### src/design/ccr_pkg.sv
// ----------------------------------------------------------------------------
// ccr_pkg
// Shared widths, stage payload types and helpers of the circle contact
// resolver.
// ----------------------------------------------------------------------------
`default_nettype none

package ccr_pkg;

  localparam int unsigned ID_W       = 16;
  localparam int unsigned POS_W      = 22;
  localparam int unsigned DIAM_W     = 16;
  localparam int unsigned ABS_W      = 16;            // |d| when a contact is possible
  localparam int unsigned SQ_W       = 48;            // square-root operand width
  localparam int unsigned SQ_STEPS   = SQ_W / 2;      // one result bit per cell
  localparam int unsigned DIST_W     = SQ_W / 2;      // distance in Q.16
  localparam int unsigned QUO_W      = 16;            // correction magnitude bits
  localparam int unsigned DIVR_W     = DIST_W + 1;    // divisor 2*dist
  localparam int unsigned REM_W      = ABS_W + DIST_W + 1;
  localparam int unsigned DIST2_W    = 2 * POS_W + 1;
  localparam int unsigned DD_W       = 2 * DIAM_W;
  localparam int unsigned DIST2_EPS  = 6;
  localparam int unsigned PADDR_W    = 3;
  localparam int unsigned PDATA_W    = 32;
  localparam logic        REG_DIAMETER = 1'b0;        // register index bit
  localparam logic [DIAM_W-1:0] DIAM_RESET = 16'd256;

  // Data that rides along the whole pipeline.
  typedef struct packed {
    logic signed [POS_W-1:0] x1;
    logic signed [POS_W-1:0] y1;
    logic signed [POS_W-1:0] x2;
    logic signed [POS_W-1:0] y2;
    logic                    sx;
    logic                    sy;
    logic [ABS_W-1:0]        ax;
    logic [ABS_W-1:0]        ay;
    logic                    contact;
  } pass_t;

  // Square-root cell payload.
  typedef struct packed {
    pass_t           p;
    logic [SQ_W-1:0] rem;
    logic [SQ_W-1:0] root;
  } sq_t;

  // Divider cell payload, both axes side by side.
  typedef struct packed {
    pass_t             p;
    logic [DIVR_W-1:0] divr;
    logic [REM_W-1:0]  remx;
    logic [REM_W-1:0]  remy;
    logic [QUO_W-1:0]  qx;
    logic [QUO_W-1:0]  qy;
  } dv_t;

  // Clamp a 23-bit signed sum to the position range.
  function automatic logic signed [POS_W-1:0] sat_pos(input logic signed [POS_W:0] v);
    logic signed [POS_W:0] hi;
    logic signed [POS_W:0] lo;
    hi = (POS_W+1)'(signed'({1'b0, {(POS_W-1){1'b1}}}));
    lo = -hi - (POS_W+1)'(1);
    if (v > hi) begin
      sat_pos = hi[POS_W-1:0];
    end else if (v < lo) begin
      sat_pos = lo[POS_W-1:0];
    end else begin
      sat_pos = v[POS_W-1:0];
    end
  endfunction

endpackage

`default_nettype wire

### src/design/ccr_sqrt_cell.sv
// ----------------------------------------------------------------------------
// ccr_sqrt_cell
// One step of the bitwise integer square root: settles one root bit.
// ----------------------------------------------------------------------------
`default_nettype none

module ccr_sqrt_cell import ccr_pkg::*; #(
  parameter int unsigned BIT_IDX = 0
) (
  input  wire logic clk,
  input  wire logic rst,
  input  wire logic en,
  input  wire logic in_valid,
  input  wire sq_t  in_data,
  output logic      out_valid,
  output sq_t       out_data
);

  logic [SQ_W-1:0] bitv;
  logic [SQ_W:0]   trial;
  logic            take;
  sq_t             nxt;

  // Try to subtract root + 4^i from the remainder.
  always_comb begin
    bitv  = SQ_W'(1) << (2 * BIT_IDX);
    trial = {1'b0, in_data.root} + {1'b0, bitv};
    take  = {1'b0, in_data.rem} >= trial;
    nxt   = in_data;
    if (take) begin
      nxt.rem  = in_data.rem - trial[SQ_W-1:0];
      nxt.root = (in_data.root >> 1) + bitv;
    end else begin
      nxt.root = in_data.root >> 1;
    end
  end

  // Stage register.
  always_ff @(posedge clk) begin
    if (rst) begin
      out_valid <= 1'b0;
    end else if (en) begin
      out_valid <= in_valid;
    end
  end

  always_ff @(posedge clk) begin
    if (en) begin
      out_data <= nxt;
    end
  end

endmodule

`default_nettype wire

### config.mk
export PLATFORM = sky130hd
export DESIGN_NAME = ccr_sqrt_cell
export DESIGN_NICKNAME = d
export VERILOG_FILES = /design/src/design/ccr_pkg.sv /design/src/design/ccr_sqrt_cell.sv
export SDC_FILE = /design/constraint.sdc
export NUM_CORES = 1
export LEC_CHECK = 0
export BUFFER_PORTS_ARGS = -buffer_cell sky130_fd_sc_hd__buf_4
export CORE_MARGIN = 5
export CORE_UTILIZATION = 35
export CTS_BUF_LIST = sky130_fd_sc_hd__clkbuf_8
export CTS_CLUSTER_SIZE = 10
export DETAILED_ROUTE_END_ITERATION = 8
export REMOVE_ABC_BUFFERS = 1
export SKIP_CTS_REPAIR_TIMING = 1
export SLEW_MARGIN = 40
export SYNTH_ARGS = -nofsm -noshare
export SYNTH_HDL_FRONTEND = slang
export SYNTH_SLANG_ARGS = --single-unit
### constraint.sdc
create_clock -name clk -period 5.8 [get_ports clk]
set_clock_uncertainty 0.2 [all_clocks]
set_input_delay 0.87 -clock clk [delete_from_list [all_inputs] [get_ports clk]]
set_output_delay 0.87 -clock clk [all_outputs]
set_load 0.005 [all_outputs]
After elaboration in Yosys (flattened, before gate mapping)
Cells that the tools add are included.
- $add $sub $neg: 3
- order comparisons: 1
- muxes and demuxes: 2
- operators with widths (cell ; number):
    48-bit by 1-bit adder with 49-bit output, second input constant ; 1
    48-bit by 49-bit greater-or-equal comparator with 1-bit output ; 1
    47-bit by 1-bit adder with 48-bit output, second input constant ; 1
    48-bit two-way mux ; 1
    48-bit subtractor ; 1
    47-bit two-way mux ; 1
- register bits: 220
- bits of input ports: 223
- output and inout bits: 220
- word-level logic and storage cells: 19

Depth between registers and ports, before layout
- depth in word-level cells: 3
- depth in mapped cells: 25
- gate-level depth less buffers: 21

Worst setup path before layout
No wires, ideal clock.
- path type: input port to flip-flop
- start point: input port in_data[1] (netlist name)
- end point: register out_data[33] (netlist name) (data pin)
- setup time: 0.266 ns
- arrival time: 5.299 ns
- required time: 5.334 ns
- setup slack: 0.035 ns
- stages: 24
- path buffers: 3
- cells stage by stage: ha_1 > and3_1 > and3_1 > and3_1 > and2_1 > and3_1 > nand2_1 > nor3_2 > and4_1 > buf_2 > nand2_1 > xor2_1 > ha_1 > and3_1 > clkbuf_1 > nand4_1 > or4_1 > o21ai_0 > a41oi_1 > o41ai_2 > nand4_1 > buf_2 > nor3_1 > xor2_1
- RTL lines (what ; RTL line ; text):
    start, declared ; ccr_sqrt_cell.sv:14 ; input wire sq_t in_data,
    end signal, assigned ; ccr_sqrt_cell.sv:49 ; out_data <= nxt;
    end, declared ; ccr_sqrt_cell.sv:16 ; output sq_t out_data

==> metrics.cfg <==
[route]
drc = 0
vias_per_cell = 5.049
drt-pass1-iter-count = 5
dr_total_vias = 10280
drt_iter0_drc = 572
wirelength_mm = 44.64
wl_per_cell_um = 21.92
ant_nets = 0

[logic_synthesis]
syn_inst = 1027
netlist_area_um2 = 11650
async_flop_share_pct = 0
ys_types = 58
syn_avg_cell_area_um2 = 11.35
synth_edf_count = 219
synth_ff_type = edfxtp_1
synth.ff_latch_count = 220
ys_seq_area_share_pct = 56.61
synth_warnings = 0

[clock_tree]
clockBufferDepth = 3
tritoncts = built
cts.clk_slew.worst_paths_ns = 0.05
worstSkewPairLatency_ns = 0.53
clock-sinks = 220
cts_buffers = 41
root_buffer = clkbuf_8
cts-htree-levels = 2

[cells_and_area]
stdcell_area_um2 = 16810
post-route-util_pct = 51.40
layout.nets = 1835
area_growth_pct = 44.25
drive_above_1_share_pct = 37.31
fillers = 3034

[sta]
report.final.setup_viol = 0
period_share_pct = 91.99
worstMarginPinSlew_ns = 0.5607
hold_viol = 0
timing.slew.headroom_pct = 61.66
finalCriticalPeriod_ns = 5.336
max_freq_mhz = 187.4
rsz0062_at_grt = no
drv_slew = 0
fin_hold_ws_ns = 0.2941

[power_and_ir_drop]
p_comb_share_pct = 23.5
clockPowerShare_pct = 30.6
power.share.sequential_pct = 45.8
powerDensity_nw_per_um2 = 256.8
leakagePower_nw = 7.097
switching_share_pct = 28.26
ir_drop_uv = 145.3
switching_power_mw = 1.220
p_int_mw = 3.097

[status]
status = completed

[place]
numPortBuffers = 442
hpwl_mm = 35.77
dpl_cell_area_um2 = 16100
finalWeightedCongestion = 0.9441

[global_route]
overflow = 0
grt_max_degree = 102
grt_pass1_wl_mm = 62.98
grt.total_usage_pct = 22.64
grt_pass1_vias = 10200
antenna_found_initial = 2

[worst_setup_path]
cp-end-kind = register
path_max_fanout = 45
critPathRequiredTime_ns = 5.87
critPathKind = input port to register
worstSetupStartpointType = input port
arrival_ns = 5.41

[floorplan]
die_h_um = 192.5
die_area_um2 = 37040
rows = 66
core_um2 = 32700
start_util_pct = 35.63
die_x_um = 192.5
ioPinCount = 443

[hold_path]
hold_path.class = input port to register

[flow_run]
maxCapViolCount = 0

## kinds of logic after synthesis
group	Yosys count	synth area share [%]
flops	220	56.61
xor+xnor	135	10.15
buf+inv	62	2.534
compound gates	196	10.10
simple gates	361	14.89
mux	2	0.1718
fa+ha+maj	51	5.541
## metrics by stage
step	setup WS, ns	power (mW)	instances	TNS (ns)
2_1_floorplan	-1.078	2.379	984	-56.66
3_3_place_gp	0.01435	3.024	1959	0
3_5_place_dp	-0.02869	3.030	1960	-0.02869
4_1_cts	0.5172	4.376	2034	0
5_1_grt	0.1934	4.539	2036	0
6_report	0.4643	4.317	2036	0
## cell usage after synthesis (3+ instances only)
master / n / area (µm²)
nor3_1: 31 / 155.2
inv_1: 19 / 71.32
xnor2_1: 61 / 534.3
a21o_1: 18 / 135.1
xor2_1: 74 / 648.1
nor2b_1: 5 / 31.28
o21a_1: 5 / 37.54
a21oi_1: 63 / 315.3
edfxtp_1: 219 / 6576
nand2_1: 143 / 536.8
buf_4: 6 / 45.04
or3_1: 4 / 25.02
nand2b_1: 9 / 56.30
buf_2: 8 / 40.04
nor2_1: 52 / 195.2
o21bai_1: 13 / 97.59
ha_1: 50 / 625.6
o31ai_1: 3 / 22.52
and2_1: 6 / 37.54
and3_1: 18 / 112.6
nand3_1: 33 / 165.2
clkbuf_1: 25 / 93.84
nand4_1: 39 / 244.0
buf_6: 4 / 45.04
or2_2: 4 / 25.02
o21ai_0: 69 / 345.3
and4_1: 4 / 35.03
## state kept, by name, indices dropped and copies added (netlist names)
register	cells
out_data	219
out_valid	1
## worst paths after layout
kind / slack (ns) / start / to / depth (start not counted)
setup / recovery: 0.46 / in_data[1] / out_data[20] / 26
hold / removal: 0.29 / rst / out_valid / 2
setup reg to reg: 5.02 / out_valid / out_valid / 2
hold reg to reg: 0.30 / out_valid / out_valid / 2
## layer usage
metal	GRT usage, %	share of wire (%)
met5	0	0
met2	40.49	51
met3	6.621	9.3
met1	26.03	37
met4	7.241	2.9
## final cells by class
| class | count | area (µm²) | area share [%] |
|---|---|---|---|
| Inverter | 19 | 71.32 | 0.4243 |
| Timing Repair Buffer | 534 | 4111 | 24.46 |
| Sequential cell | 220 | 6596 | 39.24 |
| Clock buffer | 41 | 564.3 | 3.357 |
| Clock inverter | 33 | 138.9 | 0.8263 |
| Multi-Input combinational cell | 745 | 4768 | 28.37 |
| Antenna cell | 2 | 5.005 | 0.02978 |
| Tap cell | 442 | 553.0 | 3.290 |
## worst max-delay path: stages
cell and delay (ns):
buf_4 0.12, ha_1 0.23, and3_1 0.22, and3_1 0.19
and3_1 0.20, and2_1 0.19, and3_1 0.18, nand2_1 0.13
nor3_2 0.06, buf_4 0.16, xnor2_1 0.16, ha_1 0.35
nand2_1 0.06, o21ai_0 0.24, or2_0 0.18, nor3_1 0.06
a21oi_1 0.22, buf_4 0.16, a221oi_1 0.07, buf_4 0.16
o41ai_2 0.36, buf_4 0.18, nand2_2 0.08, buf_12 0.19
nor3_1 0.22, xor2_1 0.13
## placed cells by master, fill, tap and decap left out, types with 9 or more instances in the layout
| cell | count |
|---|---|
| a21o_1 | 18 |
| a21oi_1 | 63 |
| and3_1 | 18 |
| buf_4 | 526 |
| clkbuf_8 | 41 |
| clkinv_1 | 11 |
| edfxtp_1 | 219 |
| ha_1 | 50 |
| inv_1 | 35 |
| nand2_1 | 142 |
| nand2b_1 | 9 |
| nand3_1 | 33 |
| nand4_1 | 39 |
| nor2_1 | 52 |
| nor3_1 | 30 |
| o21ai_0 | 69 |
| o21bai_1 | 13 |
| xnor2_1 | 61 |
| xor2_1 | 74 |
## power by group through the flow
stage	clock network (mW)	logic [mW]	registers, mW
after floorplan	0	0.358	2.02
after global placement	0	1.02	2.01
after detailed placement	0	1.02	2.01
after CTS	1.37	1.03	1.98
after global routing	1.45	1.10	1.99
final	1.32	1.02	1.98
Power figures use the tool's default switching activity.
