==> src/design/ccr_pkg.sv <==
// ----------------------------------------------------------------------------
// ccr_pkg
// Shared widths, stage payload types and helpers of the circle contact
// resolver.
// ----------------------------------------------------------------------------
`default_nettype none

package ccr_pkg;

  localparam int unsigned ID_W       = 16;
  localparam int unsigned POS_W      = 22;
  localparam int unsigned DIAM_W     = 16;
  localparam int unsigned ABS_W      = 16;            // |d| when a contact is possible
  localparam int unsigned SQ_W       = 48;            // square-root operand width
  localparam int unsigned SQ_STEPS   = SQ_W / 2;      // one result bit per cell
  localparam int unsigned DIST_W     = SQ_W / 2;      // distance in Q.16
  localparam int unsigned QUO_W      = 16;            // correction magnitude bits
  localparam int unsigned DIVR_W     = DIST_W + 1;    // divisor 2*dist
  localparam int unsigned REM_W      = ABS_W + DIST_W + 1;
  localparam int unsigned DIST2_W    = 2 * POS_W + 1;
  localparam int unsigned DD_W       = 2 * DIAM_W;
  localparam int unsigned DIST2_EPS  = 6;
  localparam int unsigned PADDR_W    = 3;
  localparam int unsigned PDATA_W    = 32;
  localparam logic        REG_DIAMETER = 1'b0;        // register index bit
  localparam logic [DIAM_W-1:0] DIAM_RESET = 16'd256;

  // Data that rides along the whole pipeline.
  typedef struct packed {
    logic signed [POS_W-1:0] x1;
    logic signed [POS_W-1:0] y1;
    logic signed [POS_W-1:0] x2;
    logic signed [POS_W-1:0] y2;
    logic                    sx;
    logic                    sy;
    logic [ABS_W-1:0]        ax;
    logic [ABS_W-1:0]        ay;
    logic                    contact;
  } pass_t;

  // Square-root cell payload.
  typedef struct packed {
    pass_t           p;
    logic [SQ_W-1:0] rem;
    logic [SQ_W-1:0] root;
  } sq_t;

  // Divider cell payload, both axes side by side.
  typedef struct packed {
    pass_t             p;
    logic [DIVR_W-1:0] divr;
    logic [REM_W-1:0]  remx;
    logic [REM_W-1:0]  remy;
    logic [QUO_W-1:0]  qx;
    logic [QUO_W-1:0]  qy;
  } dv_t;

  // Clamp a 23-bit signed sum to the position range.
  function automatic logic signed [POS_W-1:0] sat_pos(input logic signed [POS_W:0] v);
    logic signed [POS_W:0] hi;
    logic signed [POS_W:0] lo;
    hi = (POS_W+1)'(signed'({1'b0, {(POS_W-1){1'b1}}}));
    lo = -hi - (POS_W+1)'(1);
    if (v > hi) begin
      sat_pos = hi[POS_W-1:0];
    end else if (v < lo) begin
      sat_pos = lo[POS_W-1:0];
    end else begin
      sat_pos = v[POS_W-1:0];
    end
  endfunction

endpackage

`default_nettype wire

==> src/design/ccr_div_cell.sv <==
// ----------------------------------------------------------------------------
// ccr_div_cell
// One restoring division step for both axes: settles one quotient bit.
// ----------------------------------------------------------------------------
`default_nettype none

module ccr_div_cell import ccr_pkg::*; #(
  parameter int unsigned SHIFT = 0
) (
  input  wire logic clk,
  input  wire logic rst,
  input  wire logic en,
  input  wire logic in_valid,
  input  wire dv_t  in_data,
  output logic      out_valid,
  output dv_t       out_data
);

  logic [REM_W-1:0] trial;
  dv_t              nxt;

  // Compare each remainder against the shifted divisor.
  always_comb begin
    trial = REM_W'(in_data.divr) << SHIFT;
    nxt   = in_data;
    if (in_data.remx >= trial) begin
      nxt.remx        = in_data.remx - trial;
      nxt.qx[SHIFT]   = 1'b1;
    end
    if (in_data.remy >= trial) begin
      nxt.remy        = in_data.remy - trial;
      nxt.qy[SHIFT]   = 1'b1;
    end
  end

  // Stage register.
  always_ff @(posedge clk) begin
    if (rst) begin
      out_valid <= 1'b0;
    end else if (en) begin
      out_valid <= in_valid;
    end
  end

  always_ff @(posedge clk) begin
    if (en) begin
      out_data <= nxt;
    end
  end

endmodule

`default_nettype wire

==> config.mk <==
export PLATFORM = sky130hd
export DESIGN_NAME = ccr_div_cell
export DESIGN_NICKNAME = d
export VERILOG_FILES = /design/src/design/ccr_pkg.sv /design/src/design/ccr_div_cell.sv
export SDC_FILE = /design/constraint.sdc
export NUM_CORES = 1
export LEC_CHECK = 0
export BUFFER_PORTS_ARGS = -buffer_cell sky130_fd_sc_hd__buf_2
export CORE_AREA = 2 2 204 206
export CTS_CLUSTER_DIAMETER = 50
export DETAILED_ROUTE_END_ITERATION = 16
export DIE_AREA = 0 0 206 208
export GPL_ROUTABILITY_DRIVEN = 0
export PLACE_DENSITY = 0.55
export SYNTH_ARGS = -nofsm -noshare
export SYNTH_HDL_FRONTEND = slang
export SYNTH_SLANG_ARGS = --single-unit
==> constraint.sdc <==
create_clock -name clk -period 4.65 [get_ports clk]
set_input_delay 0.6975 -clock clk [delete_from_list [all_inputs] [get_ports clk]]
set_output_delay 0.6975 -clock clk [all_outputs]
set_load 0.005 [all_outputs]
[After elaboration in Yosys (flattened, before gate mapping)]
Cells that the tools add are included.
Cells by class
  divide/modulo/power cells: 0
  $lt $le $gt $ge: 2
  reductions and logical operators: 0
  shift-type cells: 0
  add/subtract/negate cells: 2
  mux-type cells: 2
  multipliers: 0
  bitwise operators: 0
  equality and inequality tests: 0
Operators by type and width (number)
  41-bit by 25-bit greater-or-equal comparator with 1-bit output: 2
  41-bit two-way mux: 2
  41-bit by 25-bit subtractor with 41-bit output: 2
Storage, ports and cells
  bits of input ports: 266
  bits in read-only memories: 0
  bits in latches: 0
  RAM bits: 0
  register bits after elaboration: 263
  memories: 0
  output and inout bits: 263

[Depth between registers and ports, before layout]
  word-level depth: 2
  mapped depth: 13
  mapped depth without buffers: 12

[Worst setup path before layout]
Ideal clock, no wire load.
  path type: input -> register
  start point: in in_data[120] in the netlist's numbering
  end point: reg out_data[67] in the netlist's numbering (data pin)
  buffers on the path: 1
  data arrival time: 3.295 ns
  library setup time: 0.266 ns
  setup slack: 1.090 ns
  cell stages on the path: 12
  cells stage by stage: inv_1 > ha_1 > a211oi_1 > o211ai_1 > a311o_1 > o211a_1 > o211ai_2 > or3b_1 > buf_2 > or3_1 > nor3_1 > xor2_1
RTL lines
  start: declaration: line ccr_div_cell.sv:14  | input wire dv_t in_data,
  end signal: assignment: line ccr_div_cell.sv:47  | out_data <= nxt;
  end: declaration: line ccr_div_cell.sv:16  | output dv_t out_data

==> key figures <==
Final layout
  • Area delta synth->final: 38.23%
  • Final nets: 1766
  • Final Cell Area: 16560 um^2
  • Post-Layout Cell Count: 2015
  • Fillers: 3915
  • Ratio of cells with drive above 1 in the final layout: 41.56%

Setup path
  • R2r startpoint: out_valid
  • Delay-heaviest family, CP: compound AO/OA/AOI/OAI gates
  • Data arrival, critical path: 3.79 ns
  • CP bufs+invs: 2
  • Cells on worst reg2reg path: 2
  • RR Endpoint: out_valid
  • Kind of critical path: in2reg
  • Critical Path Fanout Max: 6
  • Reg2Reg Setup Slack: 4.05 ns
  • Worst endpoint required time: 4.92 ns
  • Crit. End Element: flop
  • Crit-path cells: buf_2, inv_1, ha_1, a211oi_1, o211ai_1, a311o_1, o211a_1, o211ai_2, or3b_1, or3_1, nor3_1, xor2_1
  • Startpoint types: input pin
  • Crit-path slowest cell: or3b_1
  • Slowest stage delay, CP: 0.46 ns

Clock network
  • Cts repair resizes: 0
  • Clock Path Buffers: 3
  • Sink Count: 263
  • Cts bufs inserted: 38
  • Post-CTS Setup Bufs: 0
  • TritonCTS clock tree: yes
  • CTS hold repair buffers: 0
  • # H-tree levels: 2
  • Worst-skew pair later-pin latency: 0.53 ns
  • Clock Tree Root: clkbuf_16
  • Clock transition at path regs: 0.06 ns

Placement
  • Dpl cells: 1940
  • Detailed placement HPWL: 37280 um
  • Dpl cell area: 15310 um^2
  • IO Port Bufs: 528

Worst hold path
  • Min-Delay Endpoint: out_valid
  • Worst hold-check path type: in2reg
  • Hold Path Depth: 2
  • Hold_sp: rst

Power and ir drop
  • Power Density: 410.0 nW/um^2
  • Pleak: 0.007017 uW
  • Worst vdd ir: 0.0002168 V

STA
  • Max Clock Freq: 284.3 MHz
  • Slew @ Worst Pin: 0.9876 ns
  • Final hold vios: 0
  • Post-route clock period utilization: 75.65%
  • Hold WS: 0.3135 ns
  • Final Max Slew Viols: 0
  • Rel. slew slack: 34.16%
  • RSZ-0062 raised after global routing: false
  • Final TNS setup: 0 ns
  • Finish-stage setup viols: 0
  • Post-Route Skew: 0 ns
  • Period minus WS final: 3.518 ns

Route
  • Final ANT Viol Nets: 0
  • Final WL: 46470 um
  • Initial DRT Pass Iterations: 5
  • Mean routed wirelength per cell: 23.06 um
  • 1st-iter DRT viols: 574
  • Via count: 9790
  • Vias per cell: 4.859
  • Drt drc: 0

Die
  • Starting Density: 29.54%
  • Die height: 208 um
  • Core Rows: 74
  • Area of the core: 40550 um^2
  • Die width: 206 um
  • IO Pins: 529
  • Die footprint: 42850 um^2

Yosys
  • Mapped Area: 11980 um^2
  • Post-synth top area share: 65.68%
  • Seq/Total Area, Yosys: 65.84%
  • Distinct cells, synth: 65
  • Ys flop type: edfxtp_1
  • Gate Count Post-Synth: 894
  • Synthesized flop and latch total: 263
  • Post-synth EDFFs: 262
  • Area leader, netlist: edfxtp_1
  • Synth area leaders: edfxtp_1, ha_1, o21ai_0
  • Synth warn: 0
  • Async S/R FF share, synth: 0%
  • Syn_area_per_cell: 13.40 um^2
  • Syn_nets: 1212

Run
  • MaxCap Viol Count: 0

Global route
  • GRT Residual Overflow: 0
  • First-pass GRT wire length: 64920 um
  • Number of global-route vias before repair: 9721
  • Largest net degree at the start of global routing: 124
  • Gr usage total: 20.86%
  • Initial antenna violation count: 21

Run status
  • Outcome: complete, no violations
-- synthesized netlist by cell type (all sizes together), types with 6 or more instances --
| master | count |
|---|---|
| a211oi | 12 |
| a21o | 23 |
| a21oi | 40 |
| buf | 9 |
| clkbuf | 16 |
| edfxtp | 262 |
| ha | 50 |
| inv | 38 |
| nand2 | 84 |
| nand2b | 12 |
| nand3 | 14 |
| nand4 | 10 |
| nor2 | 42 |
| nor2b | 6 |
| nor3 | 15 |
| nor4 | 6 |
| o21a | 6 |
| o21ai | 75 |
| o21bai | 7 |
| o31ai | 7 |
| or3 | 8 |
| or4 | 10 |
| xnor2 | 35 |
| xor2 | 35 |
-- cell usage in the layout, fill, tap and decap left out, types with 4 or more instances in the layout --
cell type and instances:
a211oi_1 12, a21boi_0 5, a21o_1 23, a21oi_1 40, and2_1 4, and3_1 5
buf_12 4, buf_2 527, buf_4 7, clkbuf_1 4, clkbuf_16 39, clkinv_1 4
clkinv_2 4, clkinvlp_4 5, diode_2 8, edfxtp_1 262, ha_1 50, inv_1 38
inv_6 6, nand2_1 84, nand2b_1 12, nand3_1 14, nand4_1 10, nor2_1 42
nor2b_1 6, nor3_1 15, nor4_1 6, o21a_1 6, o21ai_0 75, o21bai_1 7
o31ai_1 7, or2_2 5, or3_1 8, or4_1 10, xnor2_1 35, xor2_1 35
-- final cells by class --
cell class / count / area (um^2) / area share [%]
Timing Repair Buffer: 539 / 2785 / 16.82
Clock inverter: 24 / 235.2 / 1.421
Antenna cell: 8 / 20.02 / 0.1209
Tap cell: 532 / 665.6 / 4.020
Sequential cell: 263 / 7888 / 47.63
Clock buffer: 43 / 991.0 / 5.985
Multi-Input combinational cell: 568 / 3831 / 23.14
Inverter: 38 / 142.6 / 0.8614
-- state kept, by name (all words and copies together) (netlist names) --
register	flops
out_data	262
out_valid	1
-- power by group --
part	switching, uW	internal (uW)	leakage (uW)
registers	66.6	2880	0.00257
clock network	1110	1720	0.000588
logic	588	428	0.00386
total	1760	5030	0.00702
-- routing by layer --
metal | share of wire, % | track usage [%] | up-vias
met5 | 0.39 | 0 | -
met4 | 3.7 | 8.005 | 28
met3 | 11 | 9.101 | 107
met2 | 47 | 33.90 | 464
met1 | 38 | 24.13 | 4687
li1 | - | - | 4504
-- through the flow --
| step | worst slack (ns) | power (uW) | util [%] |
|---|---|---|---|
| 2_1_floorplan | 1.090 | 3402 | - |
| 3_3_place_gp | 0.6609 | 4009 | 37.76 |
| 3_5_place_dp | 0.6242 | 4014 | 37.76 |
| 4_1_cts | 1.186 | 6879 | 40.78 |
| 5_1_grt | 0.9440 | 7068 | 40.79 |
| 6_report | 1.132 | 6789 | 40.83 |
-- worst max-delay path by stage --
stage	startpoint	to	slack (ns)	cells past startpoint
after floorplan	in_data[120]	out_data[67]	1.09	12
after global placement	in_data[120]	out_data[67]	0.66	12
after detailed placement	in_data[120]	out_data[67]	0.62	12
after CTS	in_data[120]	out_data[67]	1.19	12
after global routing	in_data[120]	out_data[67]	0.94	12
final	in_data[120]	out_data[67]	1.13	12
-- cells by family (layout without fill, tap and decap cells) --
kind of cell    Yosys count  in the layout  synth area share (%)
flops                   263            263                 65.85
simple gates            234            234                 9.641
compound gates          207            207                 11.22
xor+xnor                 70             70                 5.118
buf+inv                  63            644                 2.183
fa+ha+maj                52             52                 5.557
mux                       5              5                0.4387
other cells               0              8                     0
Power figures use the tool's default switching activity.
